===== src/hw/rtl/rrsg_pkg.sv =====
// ----------------------------------------------------------------------------
// rrsg_pkg
// Shared constants, register indexes and types of the rounded rectangle
// span generator.
// ----------------------------------------------------------------------------
package rrsg_pkg;

    localparam int DISPLAY_WIDTH  = 512;
    localparam int DISPLAY_HEIGHT = 512;

    // signed coordinate width for span bounds before clipping
    localparam int COORD_W = 14;
    // clipped column, 0..DISPLAY_WIDTH
    localparam int CLIP_W  = $clog2(DISPLAY_WIDTH + 1);

    // square root unit: 18-bit radicand, 9-bit root, three steps per stage
    localparam int SQ_W        = 18;
    localparam int ROOT_W      = SQ_W / 2;
    localparam int SQRT_STAGES = 3;
    localparam int SQRT_STEPS  = ROOT_W / SQRT_STAGES;

    typedef logic [2:0] t_cfg_idx;

    localparam t_cfg_idx CFG_ORIGIN_X         = 3'd0;
    localparam t_cfg_idx CFG_ORIGIN_Y         = 3'd1;
    localparam t_cfg_idx CFG_RECT_WIDTH       = 3'd2;
    localparam t_cfg_idx CFG_RECT_HEIGHT      = 3'd3;
    localparam t_cfg_idx CFG_CORNER_RADIUS    = 3'd4;
    localparam t_cfg_idx CFG_BORDER_THICKNESS = 3'd5;
    localparam t_cfg_idx CFG_DRAW_MODE        = 3'd6;
    localparam t_cfg_idx CFG_FILL_COLOR       = 3'd7;

    // per-row control data that travels alongside the square root stages
    typedef struct packed {
        logic       empty;
        logic       fillcase;
        logic       inner;
        logic       has_o;
        logic       has_i;
        logic [8:0] rad;
        logic [8:0] in_rad;
        logic [8:0] y;
    } t_side;

    typedef struct packed {
        logic [8:0] x;
        logic [8:0] y;
        logic [9:0] len;
    } t_span;

endpackage


===== src/hw/rtl/rrsg_row_if.sv =====
// ----------------------------------------------------------------------------
// rrsg_row_if
// Row request channel: one row offset per request.
// ----------------------------------------------------------------------------
interface rrsg_row_if;
    logic       valid;
    logic       ready;
    logic [9:0] row_offset;

    modport source(output valid, output row_offset, input ready);
    modport sink(input valid, input row_offset, output ready);
endinterface


===== src/hw/rtl/rrsg_span_if.sv =====
// ----------------------------------------------------------------------------
// rrsg_span_if
// Span channel: one clipped horizontal span per transfer.
// ----------------------------------------------------------------------------
interface rrsg_span_if;
    logic        valid;
    logic        ready;
    logic [8:0]  span_x;
    logic [8:0]  span_y;
    logic [9:0]  span_length;
    logic [15:0] span_color;
    logic        last_span;

    modport source(output valid, output span_x, output span_y, output span_length,
                   output span_color, output last_span, input ready);
    modport sink(input valid, input span_x, input span_y, input span_length,
                 input span_color, input last_span, output ready);
endinterface


===== src/hw/rtl/rounded_rect_span_generator.sv =====
// ----------------------------------------------------------------------------
// rounded_rect_span_generator
// Turns a row offset into up to two clipped spans of a filled or stroked
// rounded rectangle.
// Throughput: one row per cycle while the output is not stalled; a row with two
// spans holds the single output port for both, so the pipeline stalls behind it.
// Reset: registers return to their defaults (thickness 1, others 0) and
// the pipeline and output queue empty at once.
// ----------------------------------------------------------------------------
module rounded_rect_span_generator (
    input  logic                  i_clk,
    input  logic                  i_rst_n,
    rrsg_row_if.sink              i_row,
    rrsg_span_if.source           o_span,
    input  logic                  i_cfg_we,
    input  rrsg_pkg::t_cfg_idx    i_cfg_idx,
    input  logic [15:0]           i_cfg_data
);
    import rrsg_pkg::*;

    localparam int NSTG = 3 + SQRT_STAGES;

    // configuration
    logic signed [11:0] r_origin_x;
    logic signed [11:0] r_origin_y;
    logic [9:0]         r_rect_width;
    logic [9:0]         r_rect_height;
    logic [8:0]         r_corner_radius;
    logic [8:0]         r_border_thickness;
    logic               r_draw_mode;
    logic [15:0]        r_fill_color;

    always_ff @(posedge i_clk) begin
        if (!i_rst_n) begin
            r_origin_x         <= '0;
            r_origin_y         <= '0;
            r_rect_width       <= '0;
            r_rect_height      <= '0;
            r_corner_radius    <= '0;
            r_border_thickness <= 9'd1;
            r_draw_mode        <= 1'b0;
            r_fill_color       <= '0;
        end else if (i_cfg_we) begin
            case (i_cfg_idx)
                CFG_ORIGIN_X:         r_origin_x         <= i_cfg_data[11:0];
                CFG_ORIGIN_Y:         r_origin_y         <= i_cfg_data[11:0];
                CFG_RECT_WIDTH:       r_rect_width       <= i_cfg_data[9:0];
                CFG_RECT_HEIGHT:      r_rect_height      <= i_cfg_data[9:0];
                CFG_CORNER_RADIUS:    r_corner_radius    <= i_cfg_data[8:0];
                CFG_BORDER_THICKNESS: r_border_thickness <= i_cfg_data[8:0];
                CFG_DRAW_MODE:        r_draw_mode        <= i_cfg_data[0];
                CFG_FILL_COLOR:       r_fill_color       <= i_cfg_data;
                default: ;
            endcase
        end
    end

    // pipeline control
    logic        en;
    logic        ld;
    logic        out_acc;
    logic        r_vld [NSTG];
    t_side       r_side [NSTG];
    logic        r_vld_g;
    logic [1:0]  r_q_cnt;
    t_span       r_q [2];

    assign out_acc     = o_span.valid && o_span.ready;
    assign ld          = r_vld_g && (r_q_cnt == 2'd0 || (r_q_cnt == 2'd1 && out_acc));
    assign en          = !r_vld_g || ld;
    assign i_row.ready = en;

    // stage A: row classification and arc distances
    t_side      a_side;
    logic [8:0] a_dy_o;
    logic [8:0] a_dy_i;

    always_comb begin
        logic [9:0]         row;
        logic [9:0]         wmin;
        logic [8:0]         lim;
        logic [8:0]         rad;
        logic [9:0]         two_t;
        logic [9:0]         in_h;
        logic [8:0]         in_rad;
        logic [9:0]         irow;
        logic signed [12:0] y;
        logic               yok;
        row    = i_row.row_offset;
        wmin   = (r_rect_width < r_rect_height) ? r_rect_width : r_rect_height;
        lim    = wmin[9:1];
        rad    = (r_corner_radius > lim) ? lim : r_corner_radius;
        two_t  = {r_border_thickness, 1'b0};
        in_h   = r_rect_height - two_t;
        in_rad = (rad > r_border_thickness) ? rad - r_border_thickness : '0;
        irow   = row - {1'b0, r_border_thickness};
        y      = 13'(r_origin_y) + 13'(row);
        yok    = !y[12] && (y < 13'(DISPLAY_HEIGHT));

        a_side.empty    = (r_rect_width == '0) || (r_rect_height == '0)
                        || (row >= r_rect_height)
                        || (r_draw_mode && r_border_thickness == '0) || !yok;
        a_side.fillcase = !r_draw_mode || (r_rect_width <= two_t)
                        || (r_rect_height <= two_t);
        a_side.inner    = !a_side.fillcase && (row >= {1'b0, r_border_thickness})
                        && (irow < in_h);
        a_side.has_o    = (rad != '0) && ((row < {1'b0, rad})
                        || (row >= r_rect_height - {1'b0, rad}));
        a_side.has_i    = (in_rad != '0) && ((irow < {1'b0, in_rad})
                        || (irow >= in_h - {1'b0, in_rad}));
        a_side.rad      = rad;
        a_side.in_rad   = in_rad;
        a_side.y        = y[8:0];

        a_dy_o = (row < {1'b0, rad}) ? 9'({1'b0, rad} - row)
                                     : 9'(row + 10'd1 + {1'b0, rad} - r_rect_height);
        a_dy_i = (irow < {1'b0, in_rad}) ? 9'({1'b0, in_rad} - irow)
                                         : 9'(irow + 10'd1 + {1'b0, in_rad} - in_h);
    end

    logic [8:0]      r_dy_o;
    logic [8:0]      r_dy_i;
    logic [SQ_W-1:0] r_rr_o;
    logic [SQ_W-1:0] r_dd_o;
    logic [SQ_W-1:0] r_rr_i;
    logic [SQ_W-1:0] r_dd_i;
    logic [SQ_W-1:0] r_sq_o;
    logic [SQ_W-1:0] r_sq_i;

    always_ff @(posedge i_clk) begin
        if (!i_rst_n) begin
            for (int k = 0; k < NSTG; k++) begin
                r_vld[k] <= 1'b0;
            end
        end else if (en) begin
            r_vld[0] <= i_row.valid;
            for (int k = 1; k < NSTG; k++) begin
                r_vld[k] <= r_vld[k-1];
            end
        end
    end

    always_ff @(posedge i_clk) begin
        if (en) begin
            r_side[0] <= a_side;
            for (int k = 1; k < NSTG; k++) begin
                r_side[k] <= r_side[k-1];
            end
            r_dy_o <= a_dy_o;
            r_dy_i <= a_dy_i;
            // stage B: squares
            r_rr_o <= SQ_W'(r_side[0].rad) * SQ_W'(r_side[0].rad);
            r_dd_o <= SQ_W'(r_dy_o) * SQ_W'(r_dy_o);
            r_rr_i <= SQ_W'(r_side[0].in_rad) * SQ_W'(r_side[0].in_rad);
            r_dd_i <= SQ_W'(r_dy_i) * SQ_W'(r_dy_i);
            // stage C: radicands
            r_sq_o <= r_side[1].has_o ? r_rr_o - r_dd_o : '0;
            r_sq_i <= r_side[1].has_i ? r_rr_i - r_dd_i : '0;
        end
    end

    logic [ROOT_W-1:0] root_o;
    logic [ROOT_W-1:0] root_i;

    rrsg_isqrt u_sqrt_outer (
        .i_clk  (i_clk),
        .i_en   (en),
        .i_sq   (r_sq_o),
        .o_root (root_o)
    );

    rrsg_isqrt u_sqrt_inner (
        .i_clk  (i_clk),
        .i_en   (en),
        .i_sq   (r_sq_i),
        .o_root (root_i)
    );

    // stage G: span bounds before clipping
    t_side                     g_sd;
    logic signed [COORD_W-1:0] g_s0;
    logic signed [COORD_W-1:0] g_e0;
    logic signed [COORD_W-1:0] g_s1;
    logic signed [COORD_W-1:0] g_e1;
    logic                      g_use0;
    logic                      g_use1;

    always_comb begin
        logic [8:0]                ins;
        logic [8:0]                iins;
        logic signed [COORD_W-1:0] ox;
        logic signed [COORD_W-1:0] ot;
        logic signed [COORD_W-1:0] ox0;
        logic signed [COORD_W-1:0] ox1;
        logic signed [COORD_W-1:0] ix0;
        logic signed [COORD_W-1:0] ix1;
        logic [9:0]                in_w;
        g_sd  = r_side[NSTG-1];
        ins   = g_sd.has_o ? g_sd.rad - root_o : '0;
        iins  = g_sd.has_i ? g_sd.in_rad - root_i : '0;
        in_w  = r_rect_width - {r_border_thickness, 1'b0};
        ox    = COORD_W'(r_origin_x);
        ot    = ox + COORD_W'(r_border_thickness);
        ox0   = ox + COORD_W'(ins);
        ox1   = ox + COORD_W'(r_rect_width) - COORD_W'(ins);
        ix0   = ot + COORD_W'(iins);
        ix1   = ot + COORD_W'(in_w) - COORD_W'(iins);

        g_use0 = !g_sd.empty && (ox1 > ox0);
        g_use1 = g_use0 && !g_sd.fillcase && g_sd.inner;
        g_s0   = ox0;
        g_e0   = g_use1 ? ix0 : ox1;
        g_s1   = ix1;
        g_e1   = ox1;
    end

    logic signed [COORD_W-1:0] r_g_s0;
    logic signed [COORD_W-1:0] r_g_e0;
    logic signed [COORD_W-1:0] r_g_s1;
    logic signed [COORD_W-1:0] r_g_e1;
    logic                      r_g_use0;
    logic                      r_g_use1;
    logic [8:0]                r_g_y;

    always_ff @(posedge i_clk) begin
        if (!i_rst_n) begin
            r_vld_g <= 1'b0;
        end else if (en) begin
            r_vld_g <= r_vld[NSTG-1];
        end
    end

    always_ff @(posedge i_clk) begin
        if (en) begin
            r_g_s0   <= g_s0;
            r_g_e0   <= g_e0;
            r_g_s1   <= g_s1;
            r_g_e1   <= g_e1;
            r_g_use0 <= g_use0;
            r_g_use1 <= g_use1;
            r_g_y    <= g_sd.y;
        end
    end

    // clip to the display and pack the pair
    function automatic logic [CLIP_W-1:0] clamp_x(input logic signed [COORD_W-1:0] v);
        logic [CLIP_W-1:0] r;
        if (v[COORD_W-1]) begin
            r = '0;
        end else if (v > COORD_W'(DISPLAY_WIDTH)) begin
            r = CLIP_W'(DISPLAY_WIDTH);
        end else begin
            r = CLIP_W'(v);
        end
        return r;
    endfunction

    logic  ok0;
    logic  ok1;
    t_span sp0;
    t_span sp1;

    always_comb begin
        logic [CLIP_W-1:0] a0;
        logic [CLIP_W-1:0] a1;
        logic [CLIP_W-1:0] b0;
        logic [CLIP_W-1:0] b1;
        a0 = clamp_x(r_g_s0);
        a1 = clamp_x(r_g_e0);
        b0 = clamp_x(r_g_s1);
        b1 = clamp_x(r_g_e1);
        ok0 = r_g_use0 && (a1 > a0);
        ok1 = r_g_use1 && (b1 > b0);
        sp0.x   = 9'(a0);
        sp0.y   = r_g_y;
        sp0.len = 10'(a1 - a0);
        sp1.x   = 9'(b0);
        sp1.y   = r_g_y;
        sp1.len = 10'(b1 - b0);
    end

    // output queue: up to the two spans of one row
    logic [1:0] n_q_cnt;
    t_span      n_q [2];

    always_comb begin
        n_q_cnt = r_q_cnt;
        n_q[0]  = r_q[0];
        n_q[1]  = r_q[1];
        if (ld) begin
            n_q_cnt = {1'b0, ok0} + {1'b0, ok1};
            n_q[0]  = ok0 ? sp0 : sp1;
            n_q[1]  = sp1;
        end else if (out_acc) begin
            // advance to the second span, or drain
            n_q_cnt = r_q_cnt - 2'd1;
            n_q[0]  = r_q[1];
        end
    end

    always_ff @(posedge i_clk) begin
        if (!i_rst_n) begin
            r_q_cnt <= '0;
        end else begin
            r_q_cnt <= n_q_cnt;
        end
    end

    always_ff @(posedge i_clk) begin
        r_q[0] <= n_q[0];
        r_q[1] <= n_q[1];
    end

    assign o_span.valid       = (r_q_cnt != 2'd0);
    assign o_span.span_x      = r_q[0].x;
    assign o_span.span_y      = r_q[0].y;
    assign o_span.span_length = r_q[0].len;
    assign o_span.span_color  = r_fill_color;
    assign o_span.last_span   = (r_q_cnt == 2'd1);

endmodule


===== src/hw/rtl/rrsg_isqrt.sv =====
// ----------------------------------------------------------------------------
// rrsg_isqrt
// Pipelined floor square root, a few digit steps per register stage.
// ----------------------------------------------------------------------------
module rrsg_isqrt (
    input  logic                        i_clk,
    input  logic                        i_en,
    input  logic [rrsg_pkg::SQ_W-1:0]   i_sq,
    output logic [rrsg_pkg::ROOT_W-1:0] o_root
);
    import rrsg_pkg::*;

    logic [SQ_W-1:0] r_rem [SQRT_STAGES];
    logic [SQ_W-1:0] r_res [SQRT_STAGES];
    logic [SQ_W-1:0] n_rem [SQRT_STAGES];
    logic [SQ_W-1:0] n_res [SQRT_STAGES];
    logic [SQ_W-1:0] w_rem_in [SQRT_STAGES];
    logic [SQ_W-1:0] w_res_in [SQRT_STAGES];

    for (genvar s = 0; s < SQRT_STAGES; s++) begin : g_stg
        if (s == 0) begin : g_first
            assign w_rem_in[s] = i_sq;
            assign w_res_in[s] = '0;
        end else begin : g_next
            assign w_rem_in[s] = r_rem[s-1];
            assign w_res_in[s] = r_res[s-1];
        end

        always_comb begin
            logic [SQ_W-1:0] rem;
            logic [SQ_W-1:0] res;
            logic [SQ_W-1:0] bitv;
            logic [SQ_W:0]   trial;
            rem = w_rem_in[s];
            res = w_res_in[s];
            for (int j = 0; j < SQRT_STEPS; j++) begin
                bitv  = SQ_W'(1) << (SQ_W - 2 - 2 * (s * SQRT_STEPS + j));
                trial = {1'b0, res} + {1'b0, bitv};
                if ({1'b0, rem} >= trial) begin
                    rem = rem - trial[SQ_W-1:0];
                    res = (res >> 1) + bitv;
                end else begin
                    res = res >> 1;
                end
            end
            n_rem[s] = rem;
            n_res[s] = res;
        end

        always_ff @(posedge i_clk) begin
            if (i_en) begin
                r_rem[s] <= n_rem[s];
                r_res[s] <= n_res[s];
            end
        end
    end

    assign o_root = r_res[SQRT_STAGES-1][ROOT_W-1:0];

endmodule


===== src/flat_wrapper.sv =====
// flat-port wrapper written by rule: the top's interface ports become plain ports
module rounded_rect_span_generator_flat import rrsg_pkg::*;
  (i_clk, i_rst_n, i_cfg_we, i_cfg_idx, i_cfg_data, i_row_valid, i_row_row_offset, i_row_ready, o_span_valid, o_span_span_x, o_span_span_y, o_span_span_length, o_span_span_color, o_span_last_span, o_span_ready);
  rrsg_row_if i_row_i ();
  rrsg_span_if o_span_i ();
  input  logic i_clk;
  input  logic i_rst_n;
  input  logic i_cfg_we;
  input  rrsg_pkg::t_cfg_idx i_cfg_idx;
  input  logic [15:0] i_cfg_data;
  input wire logic [$bits(i_row_i.valid)-1:0] i_row_valid;
  input wire logic [$bits(i_row_i.row_offset)-1:0] i_row_row_offset;
  output wire logic [$bits(i_row_i.ready)-1:0] i_row_ready;
  output wire logic [$bits(o_span_i.valid)-1:0] o_span_valid;
  output wire logic [$bits(o_span_i.span_x)-1:0] o_span_span_x;
  output wire logic [$bits(o_span_i.span_y)-1:0] o_span_span_y;
  output wire logic [$bits(o_span_i.span_length)-1:0] o_span_span_length;
  output wire logic [$bits(o_span_i.span_color)-1:0] o_span_span_color;
  output wire logic [$bits(o_span_i.last_span)-1:0] o_span_last_span;
  input wire logic [$bits(o_span_i.ready)-1:0] o_span_ready;
  assign i_row_i.valid = i_row_valid;
  assign i_row_i.row_offset = i_row_row_offset;
  assign i_row_ready = i_row_i.ready;
  assign o_span_valid = o_span_i.valid;
  assign o_span_span_x = o_span_i.span_x;
  assign o_span_span_y = o_span_i.span_y;
  assign o_span_span_length = o_span_i.span_length;
  assign o_span_span_color = o_span_i.span_color;
  assign o_span_last_span = o_span_i.last_span;
  assign o_span_i.ready = o_span_ready;
  rounded_rect_span_generator u_core (.i_clk(i_clk), .i_rst_n(i_rst_n), .i_row(i_row_i), .o_span(o_span_i), .i_cfg_we(i_cfg_we), .i_cfg_idx(i_cfg_idx), .i_cfg_data(i_cfg_data));
endmodule

===== config.mk =====
export PLATFORM = sky130hd
export DESIGN_NAME = rounded_rect_span_generator_flat
export DESIGN_NICKNAME = d
export VERILOG_FILES = /design/src/hw/rtl/rrsg_pkg.sv /design/src/hw/rtl/rrsg_row_if.sv /design/src/hw/rtl/rrsg_span_if.sv /design/src/hw/rtl/rounded_rect_span_generator.sv /design/src/hw/rtl/rrsg_isqrt.sv /design/src/flat_wrapper.sv
export SDC_FILE = /design/constraint.sdc
export NUM_CORES = 2
export LEC_CHECK = 0
export BUFFER_PORTS_ARGS = -buffer_cell sky130_fd_sc_hd__buf_2
export CAP_MARGIN = 5
export CORE_MARGIN = 3
export CORE_UTILIZATION = 44
export CTS_BUF_LIST = sky130_fd_sc_hd__clkbuf_2
export DETAILED_ROUTE_END_ITERATION = 10
export GPL_TIMING_DRIVEN = 1
export SLEW_MARGIN = 25
export SYNTH_ARGS = -nofsm -noshare
export SYNTH_HDL_FRONTEND = slang
export SYNTH_SLANG_ARGS = --single-unit

===== constraint.sdc =====
create_clock -name i_clk -period 18.55 [get_ports i_clk]
set_clock_uncertainty 0.05 [all_clocks]
set_input_delay 2.7825 -clock i_clk [delete_from_list [all_inputs] [get_ports i_clk]]
set_output_delay 2.7825 -clock i_clk [all_outputs]
set_load 0.03 [all_outputs]

==> impl_metrics.env <==
export IMPL_synth_edf_count=543
export IMPL_track_usage=0.1897
export IMPL_finalWorstSetupSlack_ns=9.272
export IMPL_status="finished, final reports clean"
export IMPL_die_y_microns=333.4
export IMPL_cts_setup_buffers=0
export IMPL_synth_area_leader_cell="edfxtp_1"
export IMPL_ioPinCount=81
export IMPL_ant_nets=0
export IMPL_cts_tree="yes"
export IMPL_cts_hold_buf=0
export IMPL_synthDominantCellAreaShare=0.3457
export IMPL_drv_slew=0
export IMPL_hpwl_microns=81330
export IMPL_syn_num_nets=5379
export IMPL_synth_common_cells="inv_1, ha_1, edfxtp_1"
export IMPL_cp_slowest_cell="o21ai_0"
export IMPL_syn_inst=4594
export IMPL_clock_root_buffer="clkbuf_2"
export IMPL_clk_pin_slew_ns=0.12
export IMPL_yosysSeqAreaShare=0.3826
export IMPL_dieArea_sq_um=111200
export IMPL_cts_resized=0
export IMPL_slew_headroom=0.2656
export IMPL_synth_most_common_cell="inv_1"
export IMPL_antenna_found_initial=5
export IMPL_clkLatencyLatePin_ns=1.43
export IMPL_final_layout_size_suffix_gt1_frac=0.09089
export IMPL_avgRoutedWirePerCell_microns=16.65
export IMPL_r2r_start="u_core.r_rect_height[1]"
export IMPL_clock_sinks=630
export IMPL_first_global_vias=31880
export IMPL_postRouteWirelength_microns=104600
export IMPL_worstRegToRegCells=40
export IMPL_routed_via_density=5.156
export IMPL_synth_area_leaders="edfxtp_1, ha_1, fa_1"
export IMPL_fin_util=0.4773
export IMPL_worstHoldPathCells=0
export IMPL_final_nets=5543
export IMPL_dpl_worst_slack_ns=9.403
export IMPL_cp_max_fo=10
export IMPL_die_x_microns=333.4
export IMPL_port_buffers=80
export IMPL_r2r_slack_ns=9.27
export IMPL_cts_htree_levels=4
export IMPL_place_gp_congestion=0.9106
export IMPL_setup_worst_path_start_class="flop"
export IMPL_clock_path_buffers=3
export IMPL_period_needed_ns=9.278
export IMPL_syn_cell_area_sq_um=47170
export IMPL_fill_cells=9976
export IMPL_drc=0
export IMPL_grt_start_max_net_pins=138
export IMPL_min_period_over_period=0.5002
export IMPL_rows=119
export IMPL_synth_seq_cells=630
export IMPL_tightest_slew_ns=1.098
export IMPL_first_iter_violations=1987
export IMPL_coreArea_sq_um=105900
export IMPL_end_kind="flop"
export IMPL_crit_required_ns=19.65
export IMPL_start_util=0.4455
export IMPL_synth_distinct_cells=107
export IMPL_drtPass1Iterations=6
export IMPL_tns_ns=0
export IMPL_setup_violations_final=0
export IMPL_slowest_delay_ns=0.76
export IMPL_vias=32400
export IMPL_area_growth_pct=7.136
export IMPL_syn_avg_cell_area_sq_um=10.27
export IMPL_yosysWarnings=0
export IMPL_cp_arrival_ns=10.37
export IMPL_worst_path_most_repeated_cell="o21ai_0"
export IMPL_hp_class="flop to flop"
export IMPL_critPathKind="flop to flop"
export IMPL_clock_fmax_mhz=107.8
export IMPL_hp_start="u_core.r_side[5][7]"
export IMPL_rsz0062_at_grt="no"
export IMPL_numCtsBuffers=168
export IMPL_hold_viol=0
export IMPL_grt_pass1_wl_microns=168700
export IMPL_ys_async_sr_fraction=0
export IMPL_whs_endpoint="u_core.r_g_y[7]"
export IMPL_grt_ovfl_total=0
export IMPL_r2r_end="u_core.r_dy_i[8]"
export IMPL_cap_violations=0
export IMPL_synth_main_ff_cell="edfxtp_1"
## cells in the final DEF (no fill, tap or decap), drive strengths merged, types with 61 or more instances in the layout
cell type  synthesis  final
nand2            421    421
ha               568    568
o21bai            61     61
nor2             190    190
inv              608    611
buf               40     95
clkbuf            61    241
nand2b            61     61
edfxtp           543    543
o21ai            175    175
a21o             123    123
and2             165    165
nor2b             71     71
fa               183    183
dfxtp             87     87
xor2             113    113
a21oi            270    270
a21boi           102    102
xnor2            214    214
## kinds of logic (layout without fill, tap and decap cells)
family | count (synthesis) | count (layout) | share of synthesized area
buf+inv | 711 | 1002 | 0.05926
mux | 73 | 73 | 0.01623
other cells | 0 | 7 | 0
simple gates | 1189 | 1189 | 0.1267
flops | 630 | 630 | 0.3826
xor+xnor | 327 | 327 | 0.06072
fa+ha+maj | 751 | 751 | 0.2283
compound gates | 913 | 913 | 0.1261
## per-stage QoR
step | instance area [sq um] | cells | hold WS [ns]
after floorplan | 47170 | 4594 | 0.3503
after global placement | 48950 | 5979 | 0.3505
after detailed placement | 48950 | 5979 | 0.3545
after CTS | 50510 | 6276 | 0.3257
after global routing | 50530 | 6282 | 0.3466
final | 50530 | 6283 | 0.3379
## registers in the layout (all words and copies together) (netlist names), 13 cells and up
register / cells
u_core.r_g_s0: 13
u_core.r_q: 56
u_core.r_dd_i: 17
u_core.r_sq_i: 18
u_core.u_sqrt_outer.r_rem: 36
u_core.r_sq_o: 18
u_core.r_dd_o: 17
u_core.r_side: 190
u_core.o_span.span_color: 16
u_core.r_g_s1: 14
u_core.r_g_e0: 14
u_core.r_rr_o: 17
u_core.u_sqrt_inner.r_res: 18
u_core.r_rr_i: 17
u_core.u_sqrt_outer.r_res: 18
u_core.u_sqrt_inner.r_rem: 36
u_core.r_g_e1: 14
## critical path, delay by kind of cell, from the launching register on
family          cells  cell delay [ns]
simple gates        6             0.85
flops               1             0.45
compound gates     22             4.85
xor+xnor            2             0.29
buf+inv             3             0.37
fa+ha+maj           5             1.76
mux                 2             0.38
## routing by layer
layer  vias to the layer above  track usage  wire length, microns
li1                      16330            -                     -
met1                     15220       0.2771                 52030
met2                       703       0.2838                 44440
met3                       152      0.04015                  6018
met4                         0      0.05437                  2145
met5                         -            0                     0
## worst max-delay path by stage
| stage | from | end | cells after the start |
|---|---|---|---|
| CTS | u_core.r_rect_height[1] | u_core.r_dy_i[8] | 40 |
| floorplan | o_span_ready | i_row_ready | 2 |
| finish | u_core.r_rect_height[1] | u_core.r_dy_i[8] | 40 |
| detailed placement | u_core.r_rect_height[1] | u_core.r_dy_i[8] | 40 |
| global placement | u_core.r_rect_height[1] | u_core.r_dy_i[8] | 40 |
| global route | u_core.r_rect_height[1] | u_core.r_dy_i[8] | 40 |
## cell type report
class                      count  area, sq um  area share
sequential                   630        18050      0.3571
clock buffer                 241         1206     0.02387
tap                         1391         1740     0.03444
inverter                     610         2290     0.04531
antenna                        7        17.52   0.0003466
timing repair buffer          95        529.3     0.01047
multi-input combinational   3253        26360      0.5216
clock inverter                56        345.3    0.006834
Power is not shown: default switching activity piles up to over one toggle a cycle in this logic, so the estimate is an artifact.
